### src/hw/rtl/kmhpq_pkg.sv
`timescale 1ns / 1ps
`default_nettype none
package kmhpq_pkg;
  localparam int unsigned Capacity = 64;
  localparam int unsigned AddrW = $clog2(Capacity);
  localparam int unsigned CountW = $clog2(Capacity + 1);

  typedef logic [AddrW-1:0] addr_t;
  typedef logic [CountW-1:0] count_t;

  typedef enum logic [2:0] {
    StInserted = 3'd0,
    StRaised   = 3'd1,
    StIgnored  = 3'd2,
    StFull     = 3'd3,
    StExtract  = 3'd4,
    StEmpty    = 3'd5
  } status_e;

  typedef struct packed {
    logic [31:0] key;
    logic [31:0] prio;
  } entry_t;

  typedef struct packed {
    logic   rd_en;
    addr_t  rd_addr;
    logic   wr_en;
    addr_t  wr_addr;
    entry_t wr_data;
  } mem_req_t;
endpackage
`default_nettype wire

### src/hw/rtl/kmhpq_store.sv
`timescale 1ns / 1ps
`default_nettype none
module kmhpq_store (
  input  wire                 clk_i,
  input  kmhpq_pkg::mem_req_t req_i,
  output kmhpq_pkg::entry_t   rd_data_o
);
  import kmhpq_pkg::*;

  entry_t mem_q [Capacity];
  entry_t rd_data_q;

  always_ff @(posedge clk_i) begin
    if (req_i.wr_en) begin
      mem_q[req_i.wr_addr] <= req_i.wr_data;
    end
    if (req_i.rd_en) begin
      rd_data_q <= mem_q[req_i.rd_addr];
    end
  end

  assign rd_data_o = rd_data_q;
endmodule
`default_nettype wire

### config.mk
export PLATFORM = sky130hd
export DESIGN_NAME = kmhpq_store
export DESIGN_NICKNAME = d
export VERILOG_FILES = /design/src/hw/rtl/kmhpq_pkg.sv /design/src/hw/rtl/kmhpq_store.sv
export SDC_FILE = /design/constraint.sdc
export NUM_CORES = 2
export LEC_CHECK = 0
export BUFFER_PORTS_ARGS = -buffer_cell sky130_fd_sc_hd__buf_2
export CORE_MARGIN = 4
export CORE_UTILIZATION = 30
export CTS_CLUSTER_DIAMETER = 200
export DETAILED_ROUTE_END_ITERATION = 10
export PLACE_DENSITY = 0.48
export SLEW_MARGIN = 20
export SYNTH_ARGS = -nofsm -noshare
export SYNTH_HDL_FRONTEND = slang
export SYNTH_SLANG_ARGS = --single-unit
### constraint.sdc
create_clock -name clk_i -period 6.2 [get_ports clk_i]
set_input_delay 0.31 -clock clk_i [delete_from_list [all_inputs] [get_ports clk_i]]
set_output_delay 0.31 -clock clk_i [all_outputs]
set_load 0.005 [all_outputs]
==> results.sh <==
export IMPL_outcome="complete, no violations"
export IMPL_core_area_sq_mm=0.521
export IMPL_clkSinkCount=4160
export IMPL_fin_skew_ps=76.0
export IMPL_setup_slack_ps=3100
export IMPL_dr_first_iter_drc_count=8985
export IMPL_pre_cts_ws_ps=2070
export IMPL_finalMaxSlewViolations=0
export IMPL_fin_crit_ps=3100
export IMPL_setup_tns_ps=0
export IMPL_drt_antenna_violating_nets=0
export IMPL_min_period_over_period=0.500
export IMPL_overflow=0
export IMPL_critPathKind="input port to register"
export IMPL_routed_via_count=75690
export IMPL_synthesis_nets=6677
export IMPL_grt_max_degree=107
export IMPL_ys_ff_latch=4160
export IMPL_htreeDepth=5
export IMPL_die_w_microns=731
export IMPL_chipHeight_microns=731
export IMPL_hold_class="input port to register"
export IMPL_fin_cells=14392
export IMPL_root_buffer="clkbuf_16"
export IMPL_crit_fanout=43
export IMPL_hold_viol_final=0
export IMPL_postSynthAreaPerCell_sq_um=23.8
export IMPL_synth_edf_count=4160
export IMPL_arrival_ps=3730
export IMPL_end_kind="register"
export IMPL_synth_top_cell_by_area="edfxtp_1"
export IMPL_ctsLongestPathBuffers=4
export IMPL_max_slew_margin=0.234
export IMPL_max_cap_violations=0
export IMPL_initial_utilization=0.301
export IMPL_cts_clk_slew_worst_paths_ps=60
export IMPL_grt_setup_unrepaired="false"
export IMPL_ioPinCount=143
export IMPL_netlist_area_leader_share=0.796
export IMPL_cp_start_kind="input port"
export IMPL_worstPathRequired_ps=6830
export IMPL_synth_ff_type="edfxtp_1"
export IMPL_p_per_area_mw_per_mm2=325
export IMPL_worst_pin_slew_ps=1150
export IMPL_drive_above_1_share=0.281
export IMPL_netlist_instances=6598
export IMPL_rows=265
export IMPL_gp_congestion=0.743
export IMPL_synth_seq_area_share=0.796
export IMPL_antenna_found_initial=67
export IMPL_wl_per_cell_microns=33.8
export IMPL_clk_latency_ps=970
export IMPL_synth_area_leaders="edfxtp_1 80%, mux4_2 15%, mux2i_1 0.86%"
export IMPL_async_flop_share=0
export IMPL_area_growth_syn_to_layout_pct=16.1
export IMPL_place_inst=13524
export IMPL_cts_buffers=440
export IMPL_finalPower_uw=59300
export IMPL_io_buffers=142
export IMPL_dr_pass1_iters=6
export IMPL_ir_drop_v=0.000239
export IMPL_cts_tree="built"
export IMPL_setup_violations_final=0
export IMPL_die_area_sq_mm=0.535
export IMPL_grt_pass1_wl_mm=662
export IMPL_whs_ps=74.3
export IMPL_leakage_uw=0.0556
export IMPL_grt_pass1_vias=77272
export IMPL_grt_usage=0.179
export IMPL_hpwl_mm=251
export IMPL_synth_distinct_cells=32
export IMPL_ctsResizeCount=0
export IMPL_num_nets_final=7155
export IMPL_yosysWarnings=0
export IMPL_synthTopCellsByCount="4,160 x edfxtp_1, 1,024 x mux4_2, 170 x buf_2"
export IMPL_viasPerCell=5.26
export IMPL_max_freq_ghz=0.322
export IMPL_wl_mm=486
export IMPL_drc=0
export IMPL_yosysMostFrequentCell="edfxtp_1"
export IMPL_synthesis_area_sq_mm=0.157
## critical path, stage by stage
cell      delay [ps]
buf_2            530
nor2b_4          300
buf_4            490
buf_4            780
a22oi_1          200
and3_1           240
a211oi_1         790
## kinds of logic (layout without fill, tap and decap cells)
group,after synthesis,count (layout),share of synthesized area
other cells,0,22,0
flops,4160,4160,0.796
buf+inv,389,1219,0.0118
mux,1159,1159,0.156
compound gates,504,504,0.0247
simple gates,386,386,0.0123
## layout by cell type (no fill, tap or decap), types with 24 or more instances in the layout
master,synthesis,final
or2_2,28,28
clkbuf_1,140,91
clkinv_1,0,111
a22oi_1,168,168
nand2_1,58,54
a211oi_1,63,62
o221ai_1,38,38
bufinv_16,0,28
nor2b_1,28,24
o22ai_1,83,83
nor2_4,0,65
a22o_1,88,88
clkbuf_16,0,449
or3_1,29,29
mux2i_1,135,135
buf_2,170,108
mux4_2,1024,1024
clkinv_2,0,82
nand3_1,45,45
dlygate4sd3_1,0,45
and3_1,64,64
nor2_1,112,47
a41oi_1,26,26
buf_12,0,92
buf_4,34,157
edfxtp_1,4160,4160
## routing by layer
layer / track usage / wire length (microns) / vias up
li1: - / - / 29581
met1: 0.244 / 203000 / 42641
met2: 0.301 / 240000 / 2832
met3: 0.0294 / 31700 / 626
met4: 0.0399 / 11400 / 10
met5: 0 / 69 / -
## stage by stage
step / instance area (sq um) / util
floorplan: 157000 / -
global placement: 168000 / 0.322
detailed placement: 168000 / 0.322
CTS: 182000 / 0.349
global route: 182000 / 0.350
finish: 182000 / 0.350
## worst paths after layout
| path | from | end | slack (ps) | cells after the start |
|---|---|---|---|---|
| max | req_i[74] | rd_data_o[4] | 3100 | 7 |
| min | req_i[35] | mem_q[21][35] | 70 | 1 |
| max reg2reg | mem_q[41][5] | rd_data_o[5] | 3900 | 5 |
| min reg2reg | mem_q[60][32] | rd_data_o[32] | 900 | 4 |
## area by class of cell
cell class / instances / area, sq um
antenna: 22 / 55.1
clock buffer: 540 / 11600
clock inverter: 254 / 2120
fill: 47914 / 339000
inverter: 19 / 71.3
multi-input combinational: 2049 / 30800
sequential: 4160 / 125000
tap: 6942 / 8690
timing repair buffer: 406 / 4080
## repair_timing
action / CTS / global route
hold endpoints to repair: 131 / 2282
setup buffers: 0 / 0
hold buffers: 8 / 37
endpoints found under the setup margin: 0 / 0
## flip-flops by register name (all words and copies together) (netlist names)
register   cells
mem_q       4096
rd_data_o     64
## where the power goes
part	internal, uW	total [uW]	switching [uW]	leakage, uW
sequential	31200	31300	119	0.0375
combinational	999	2730	1730	0.0114
clock	14400	25300	10900	0.00669
Power figures use the tool's default switching activity.
